[src/rtl/ucw_pkg.sv]
// ============================================================================
// ucw_pkg
// Shared types and constants for the Unicode cell width classifier.
// ============================================================================
`default_nettype none

package ucw_pkg;

    // Field widths.
    localparam int CP_W   = 21;
    localparam int IDX_W  = 9;
    localparam int CNT_W  = 10;
    localparam int CW_W   = 3;
    localparam int ENT_W  = 2 * CP_W;

    // Operation codes of an input word.
    localparam logic [1:0] OP_QUERY   = 2'd0;
    localparam logic [1:0] OP_WR_ZERO = 2'd1;
    localparam logic [1:0] OP_WR_WIDE = 2'd2;

    // Configuration register indexes.
    localparam logic CFG_ZERO_COUNT = 1'b0;
    localparam logic CFG_WIDE_COUNT = 1'b1;

    // Result codes (signed two's complement).
    localparam logic signed [CW_W-1:0] W_CTRL   = -3'sd1;
    localparam logic signed [CW_W-1:0] W_ZERO   = 3'sd0;
    localparam logic signed [CW_W-1:0] W_NARROW = 3'sd1;
    localparam logic signed [CW_W-1:0] W_WIDE   = 3'sd2;

    // Outcome of the fixed classification stage.
    typedef enum logic [1:0] {
        CLS_ZERO,
        CLS_CTRL,
        CLS_SEARCH
    } cls_t;

    // Top level sequencer states.
    typedef enum logic [1:0] {
        TOP_IDLE,
        TOP_ZERO,
        TOP_WIDE,
        TOP_DONE
    } top_state_t;

    // Search engine states.
    typedef enum logic [1:0] {
        ENG_IDLE,
        ENG_FIRST,
        ENG_PROBE
    } eng_state_t;

    // Request from the sequencer to the search engine.
    typedef struct packed {
        logic            start;
        logic            sel_wide;
        logic [CP_W-1:0] cp;
    } eng_req_t;

    // Response from the search engine, valid for one cycle.
    typedef struct packed {
        logic done;
        logic hit;
    } eng_rsp_t;

    // Code points with a fixed answer that need no table lookup.
    function automatic cls_t fixed_class(input logic [CP_W-1:0] cp);
        cls_t cls;
        cls = CLS_SEARCH;
        if (cp == 21'h0 || cp == 21'h034F ||
            (cp >= 21'h200B && cp <= 21'h200F) ||
            cp == 21'h2028 || cp == 21'h2029 ||
            (cp >= 21'h202A && cp <= 21'h202E) ||
            (cp >= 21'h2060 && cp <= 21'h2063))
        begin
            cls = CLS_ZERO;
        end
        else if (cp < 21'd32 || (cp >= 21'h07F && cp < 21'h0A0))
        begin
            cls = CLS_CTRL;
        end
        return cls;
    endfunction

endpackage

`default_nettype wire

[src/rtl/ucw_search.sv]
// ============================================================================
// ucw_search
// Binary search engine over one of two interval tables, one probe a cycle.
// ============================================================================
`default_nettype none

module ucw_search #(
    parameter int DEPTH = 512
) (
    input  wire logic                         clk,
    input  wire logic                         rst_n,
    input  wire ucw_pkg::eng_req_t            req,
    input  wire logic [$clog2(DEPTH):0]       count,
    input  wire logic [ucw_pkg::ENT_W-1:0]    zero_rdata,
    input  wire logic [ucw_pkg::ENT_W-1:0]    wide_rdata,
    output logic      [$clog2(DEPTH)-1:0]     raddr,
    output ucw_pkg::eng_rsp_t                 rsp
);

    import ucw_pkg::*;

    localparam int AW = $clog2(DEPTH);

    eng_state_t      state_reg, state_next;
    logic [AW:0]     lo_reg, lo_next;
    logic [AW:0]     hi_reg, hi_next;
    logic [AW-1:0]   mid_reg, mid_next;
    logic [CP_W-1:0] cp_reg, cp_next;
    logic            sel_reg, sel_next;
    logic            done_reg, done_next;
    logic            hit_reg, hit_next;

    logic [ENT_W-1:0] ent;
    logic [CP_W-1:0]  ent_start;
    logic [CP_W-1:0]  ent_end;
    logic             go_up;
    logic             go_down;
    logic             found;
    logic             below;
    logic [AW:0]      lo_upd;
    logic [AW:0]      hi_upd;
    logic [AW+1:0]    mid_sum;
    logic [AW-1:0]    mid_calc;
    logic             more;

    // Probe datapath: compare the entry read last cycle and narrow the window.
    always_comb
    begin
        ent       = sel_reg ? wide_rdata : zero_rdata;
        ent_start = ent[CP_W-1:0];
        ent_end   = ent[ENT_W-1:CP_W];
        go_up     = ent_end < cp_reg;
        go_down   = !go_up && (ent_start > cp_reg);
        found     = !go_up && !go_down;
        below     = cp_reg < ent_start;
        lo_upd    = lo_reg;
        hi_upd    = hi_reg;
        if (state_reg == ENG_PROBE)
        begin
            if (go_up)
            begin
                lo_upd = {1'b0, mid_reg} + (AW+1)'(1);
            end
            if (go_down)
            begin
                hi_upd = {1'b0, mid_reg};
            end
        end
        mid_sum  = (AW+2)'(lo_upd) + (AW+2)'(hi_upd) - (AW+2)'(1);
        mid_calc = mid_sum[AW:1];
        more     = lo_upd < hi_upd;
    end

    // Next state.
    always_comb
    begin
        state_next = state_reg;
        case (state_reg)
            ENG_IDLE:
            begin
                if (req.start && count != '0)
                begin
                    state_next = ENG_FIRST;
                end
            end
            ENG_FIRST:
            begin
                state_next = below ? ENG_IDLE : ENG_PROBE;
            end
            ENG_PROBE:
            begin
                if (found || !more)
                begin
                    state_next = ENG_IDLE;
                end
            end
            default:
            begin
                state_next = ENG_IDLE;
            end
        endcase
    end

    // Outputs and datapath register updates.
    always_comb
    begin
        lo_next   = lo_reg;
        hi_next   = hi_reg;
        mid_next  = mid_reg;
        cp_next   = cp_reg;
        sel_next  = sel_reg;
        done_next = 1'b0;
        hit_next  = 1'b0;
        raddr     = '0;
        case (state_reg)
            ENG_IDLE:
            begin
                // Entry 0 is read first to reject code points below the table.
                if (req.start)
                begin
                    lo_next   = '0;
                    hi_next   = count;
                    cp_next   = req.cp;
                    sel_next  = req.sel_wide;
                    done_next = (count == '0);
                end
            end
            ENG_FIRST:
            begin
                done_next = below;
                mid_next  = mid_calc;
                raddr     = mid_calc;
            end
            ENG_PROBE:
            begin
                done_next = found || !more;
                hit_next  = found;
                lo_next   = lo_upd;
                hi_next   = hi_upd;
                mid_next  = mid_calc;
                raddr     = mid_calc;
            end
            default:
            begin
                raddr = '0;
            end
        endcase
    end

    // Control registers.
    always_ff @(posedge clk or negedge rst_n)
    begin
        if (!rst_n)
        begin
            state_reg <= ENG_IDLE;
            done_reg  <= 1'b0;
            hit_reg   <= 1'b0;
        end
        else
        begin
            state_reg <= state_next;
            done_reg  <= done_next;
            hit_reg   <= hit_next;
        end
    end

    // Search window registers.
    always_ff @(posedge clk)
    begin
        lo_reg  <= lo_next;
        hi_reg  <= hi_next;
        mid_reg <= mid_next;
        cp_reg  <= cp_next;
        sel_reg <= sel_next;
    end

    assign rsp.done = done_reg;
    assign rsp.hit  = hit_reg;

endmodule

`default_nettype wire

[config.mk]
export PLATFORM = sky130hd
export DESIGN_NAME = ucw_search
export DESIGN_NICKNAME = d
export VERILOG_FILES = /design/src/rtl/ucw_pkg.sv /design/src/rtl/ucw_search.sv
export SDC_FILE = /design/constraint.sdc
export NUM_CORES = 1
export LEC_CHECK = 0
export ABC_CLOCK_PERIOD_IN_PS = 5400
export BUFFER_PORTS_ARGS = -buffer_cell sky130_fd_sc_hd__buf_2
export CAP_MARGIN = 20
export CORE_MARGIN = 8
export CORE_UTILIZATION = 30
export CTS_CLUSTER_DIAMETER = 30
export DETAILED_ROUTE_END_ITERATION = 10
export HOLD_SLACK_MARGIN = 0.05
export PLACE_DENSITY = 0.54
export SYNTH_ARGS = -nofsm -noshare
export SYNTH_HDL_FRONTEND = slang
export SYNTH_SLANG_ARGS = --single-unit
[constraint.sdc]
create_clock -name clk -period 5.4 [get_ports clk]
set_clock_uncertainty 0.05 [all_clocks]
set_input_delay 0.54 -clock clk [delete_from_list [all_inputs] [get_ports clk]]
set_output_delay 0.54 -clock clk [all_outputs]
set_load 0.01 [all_outputs]
# Word-level counts from Yosys, hierarchy flattened
# Cells that the tools add are included.
[word_totals] register_bits=55 inputBits=119 out_inout_bits=11 wordCells=52
[classes] addsub=3 n_lt_le_gt_ge=4 eq_ne=5 muxes=17 n_reduce_logical=15
[ops] operator="2-to-1 mux 10 bit" count=6
[ops] operator="< comparator 21 bit" count=2
[ops] operator="2-to-1 mux 42 bit" count=1
[ops] operator="one-hot mux 10 bit (2 select lines)" count=2
[ops] operator="> comparator 21 bit" count=1
[ops] operator="adder 10 bit" count=1
[ops] operator="adder 9 x 1 -> 10 bit, second input constant" count=1
[ops] operator="logical NOT 10 bit" count=1
[ops] operator="< comparator 10 bit" count=1
[ops] operator="nonzero test 10 bit" count=1
[ops] operator="subtractor 10 x 1 -> 10 bit, second input constant" count=1
[ops] operator="2-to-1 mux 9 bit" count=1
[ops] operator="2-to-1 mux 2 bit" count=3
[ops] operator="one-hot mux 2 bit (3 select lines)" count=1
[ops] operator="AND reduction 2 bit" count=3
[ops] operator="!= test 2 bit, second input constant" count=2
[ops] operator="logical AND 1 bit" count=3
[ops] operator="logical NOT 1 bit" count=3
[ops] operator="one-hot mux 1 bit (3 select lines)" count=1
[ops] operator="equality test 2 x 1 -> 1 bit, second input constant" count=1
[ops] operator="equality test 2 bit, second input constant" count=1
[ops] operator="logical NOT 2 bit" count=1
[ops] operator="2-to-1 mux 1 bit" count=2
[ops] operator="!= test 2 x 1 -> 1 bit, second input constant" count=1
[ops] operator="3 further kinds" count=3

# Depth between registers and ports, before layout
[logic_depth] word_depth=11 depth_mapped=24 mapped_depth_nobuf=21

# Worst setup path before layout
# No wires, ideal clock.
[synth_path] path_kind="register to output" from="register sel_reg" to="output port raddr[8]" t_arrival_ns=4.914 required_time_ns=4.810 path_slack_ns=-0.104 stages_incl_launch_ff=25 n_path_buf=3 cell_sequence="edfxtp_1 buf_4 clkbuf_1 mux2i_1 ha_1 a21oi_1 o21ai_0 o311a_1 a2111oi_4 nand3_1 buf_2 mux2i_1 ha_1 ha_1 inv_1 fa_1 nor2b_1 o21ai_0 a21boi_0 o21ai_0 nand2b_1 a21o_1 a21oi_1 xnor2_1 and2_1"
[synth_via] elab_chain_len=9 word_cells_on_any_way=12 cone_classes="add/sub (2); order compare (2); mux (6); reduce/logical (2)"
[synth_rtl] item="start: declaration" line="ucw_search.sv:29" source="logic sel_reg, sel_next;"
[synth_rtl] item="start signal: assignment" line="ucw_search.sv:174" source="sel_reg <= sel_next;"
[synth_rtl] item="2-to-1 mux 42 bit *" line="ucw_search.sv:49" source="ent = sel_reg ? wide_rdata : zero_rdata;"
[synth_rtl] item="< comparator 21 bit" line="ucw_search.sv:52" source="go_up = ent_end < cp_reg;"
[synth_rtl] item="logical NOT 1 bit" line="ucw_search.sv:53" source="go_down = !go_up && (ent_start > cp_reg);"
[synth_rtl] item="logical AND 1 bit" line="ucw_search.sv:53"
[synth_rtl] item="2-to-1 mux 10 bit" line="ucw_search.sv:64" source="if (go_down)"
[synth_rtl] item="2-to-1 mux 10 bit" line="ucw_search.sv:58" source="if (state_reg == ENG_PROBE)"
[synth_rtl] item="adder 10 bit *" line="ucw_search.sv:69" source="mid_sum = (AW+2)'(lo_upd) + (AW+2)'(hi_upd) - (AW+2)'(1);"
[synth_rtl] item="subtractor 10 x 1 -> 10 bit *" line="ucw_search.sv:69"
[synth_rtl] item="net mid_sum[9]" line="ucw_search.sv:42" source="logic [AW+1:0] mid_sum;"
[synth_rtl] item="2-to-1 mux 9 bit *" line="ucw_search.sv:115" source="case (state_reg)"
[synth_rtl] item="end: declaration" line="ucw_search.sv:16" source="output logic [$clog2(DEPTH)-1:0] raddr,"
# Mark *: on every way through the listed nets, which the timed path passes. The rest lies on a longest branch.

# Worst setup path after layout
# Ends and elaborated chain as after synthesis.

==> summary.txt <==
run status - complete, but fails checks
area share of the largest cell type after synthesis - 0.3299
core region area - 0.01515 mm^2
vias in the first global route - 4470
failing checks - setup timing
CP Data Arrival Time - 4.99 ns
synthesis warning total - 0
Leak Pwr - 0.003058 uW
dominant cells by area after synthesis - edfxtp_1, ha_1, mux2i_1
Fillers - 1445
achievable frequency - 179.1 MHz
Reg clk slew, reported paths - 0.07 ns
All-Layer GR Usage - 0.1391
Crit path largest cell delay - 0.44 ns
DRC violation total after the first TritonRoute iteration - 150
DRC violations left - 0
number of flip-flops under the largest register name - 21
register bit count reported by yosys - 55
cell depth of the worst hold path - 1
maximum root-to-sink buffer count - 2
count of flip-flops with a built-in enable after synthesis - 51
worst reg-to-reg path cell count - 23
met3 wire len - 1099 um
commonest cells in the synthesized netlist - ha_1, edfxtp_1, inv_1
number of placed I/O pins - 130
endpoint of the worst-slack reg-to-reg timing path - state_reg[1]$_DFFE_PN0P_
instance area at placement - 0.005771 mm^2
cells along the critical path - buf_12, buf_12, mux2i_1, ha_1, a21o_1, a21o_1, o311a_4, a2111oi_4, nand3_4, mux2i_4, ha_4, ha_4, inv_2, fa_2, nor2b_2, o21ai_2, a21boi_2, o21ai_1, nand2b_1, a21o_1, a21oi_2, xnor2_2, and2_1, buf_2
total half-perimeter wirelength after legalization and detailed placement - 10630 um
footprint of the flip-flops and latches - 0.001632 mm^2
Setup crit start - sel_reg$_DFFE_PP_
family with the most delay on the worst path - compound AO/OA/AOI/OAI gates
Row Count - 45
count of buffering cells on the critical path with inverters included - 4
end-of-flow core utilization - 0.4426
gp weighted congestion - 0.8547
area added between synthesis and finish - 44.42%
Root Buffer - clkbuf_16
clock tree from TritonCTS - done
clk_lat worst skew - 0.30 ns
antenna violations before repair - 0
flop2flop setup slack - 0.41 ns
class of the tightest hold or removal check - primary input to flop
min cycle time layout - 5.583 ns
Slew @ Worst Pin - 0.8977 ns
part of the cycle the worst path needs - 1.034
average cell area after synthesis - 10.07 um^2
maximum level of the CTS H-tree - 2
setup TNS after final layout - -0.3905 ns
Distinct cells, synth - 49
Post-Syn Area - 0.004642 mm^2
DIE HEIGHT - 140.4 um
final design area excluding fillers - 0.006704 mm^2
critical path startpoint category - flop
RSZ-0062 raised after global routing - yes
vias per cell - 4.921
number of nets in the synthesized netlist - 649
crit path max-delay cell type - edfxtp_1
synthesized instance count - 461
nets - 839
total routed wire length on the met1 layer - 6096 um
maximum number of pins on one net before global-route repair - 24
FF-to-FF Start - sel_reg$_DFFE_PP_
IO buf count - 129
Remaining Overflow, GRT - 0
hold wc startpoint - req[8]
final hold violation count - 0
global-route wire length before repair - 22090 um
endpoint with the worst hold slack - cp_reg[8]$_DFFE_PP_
area leader, netlist - edfxtp_1
highest signal layer in the routed design - met4
Die X - 140.4 um
number of pins with negative max-slew slack in the final report - 0
count of antenna diodes in the layout - 0
die area - 0.01971 mm^2
initial core utilization - 0.3065
Peak supply drop - 0.0004814 V
share of the yosys chip area belonging to registers - 0.3515
Multi-input gate area - 0.003251 mm^2
Synth Flop Type - edfxtp_1
final std cells w/o fill - 840
total vias in the final route - 4134
Crit path top cell by count - a21o_1
Cell Count Post-Placement - 804
TritonCTS Sinks - 55
setup slack after layout - -0.1832 ns
Final ANT Viol Nets - 0
DR WL/cell - 17.02 um
setup violators final - 4
most instantiated library cell after synthesis - ha_1
amount of wire on met2 after detailed routing - 6756 um
highest fanout seen on the critical path - 5
share of cells above drive strength 1 - 0.4479
drt first pass iters - 4
kind of critical path - flop to primary output
count of maximum capacitance violations - 0
Power Density - 513.9 mW/mm^2
Required @ worst endpoint - 4.81 ns
worst slew slack as a fraction of its limit - 0.4009
number of CTS-inserted buffers - 5
worst hold slack across all endpoints - 0.3564 ns
share of flip-flops with an asynchronous set or reset - 0.07273
kind of capture point of the worst setup path - primary output
Routed Wire Length - 14300 um
where the power goes:
group          total [uW]  internal [uW]  switching (uW)
registers             829            697             132
logic                2280           1140            1140
clock network         339            173             166
layer usage:
metal	GRT usage	up-vias
met4	0.04629	0
met1	0.1628	1901
met2	0.2375	144
met5	0	-
met3	0.04213	24
li1	-	2065
worst max-delay path by stage:
stage / to / cells past startpoint
after floorplan: raddr[8] / 24
after global placement: raddr[8] / 24
after detailed placement: raddr[8] / 24
after CTS: raddr[8] / 23
after global routing: raddr[8] / 25
final: raddr[8] / 24
cell usage in the layout (no fill, tap or decap), types with 3 or more instances in the layout:
cell type  netlist  routed
buf_2            1     129
o211ai_1         3       3
inv_1           44      42
dfrtp_1          4       4
mux2_2          21      20
ha_1            68      53
xor2_1           7       5
a21oi_2          0       9
clkbuf_16        0       5
a21o_1           8       8
o21ai_1          0       4
o21ai_0         13       6
and3_1           5       5
buf_12           0       3
a21oi_1         40      30
nand3_1         16      14
o21ai_2          0       3
xnor2_1          8       7
ha_4             0      13
nand4_1          7       7
and2_1           9       9
buf_4            4      55
mux2i_1         36      24
o2111ai_1        4       3
mux2i_2          1       3
nand2_1         24      22
buf_6            0       8
nor3_1           3       3
mux2i_4          0      10
nor2_1          40      39
edfxtp_1        51      51
final cells by class:
cell class | count | area share
sequential | 55 | 0.2434
clock buffer | 5 | 0.01866
inverter | 45 | 0.02520
multi-input combinational | 346 | 0.4849
clock inverter | 3 | 0.002800
tap | 188 | 0.03509
timing repair buffer | 198 | 0.1900
through the flow:
step / setup slack (ns) / power, uW
6_report: -0.1832 / 3445
5_1_grt: -0.4936 / 3713
4_1_cts: -0.3007 / 3151
3_5_place_dp: -0.2187 / 2591
3_3_place_gp: -0.08596 / 2571
2_1_floorplan: 0.03583 / 1908
timing repair:
item | in CTS | in global routing
gates resized for setup | 40 | 56
gates cloned | 2 | 0
setup endpoints to repair | 5 | 8
hold buffers | 1 | 0
buffers inserted | 13 | 14
hold endpoints to repair | 4 | 0
pin swaps | 26 | 38
logic make-up (layout without fill, tap and decap cells):
group | after synthesis | count (layout) | synth area share
simple gates | 121 | 121 | 0.1305
compound gates | 82 | 82 | 0.1162
fa+ha+maj | 69 | 69 | 0.1876
buf+inv | 60 | 251 | 0.05202
mux | 59 | 59 | 0.1340
flops | 55 | 55 | 0.3515
xor+xnor | 15 | 15 | 0.02830
(Power assumes the default switching activity.)
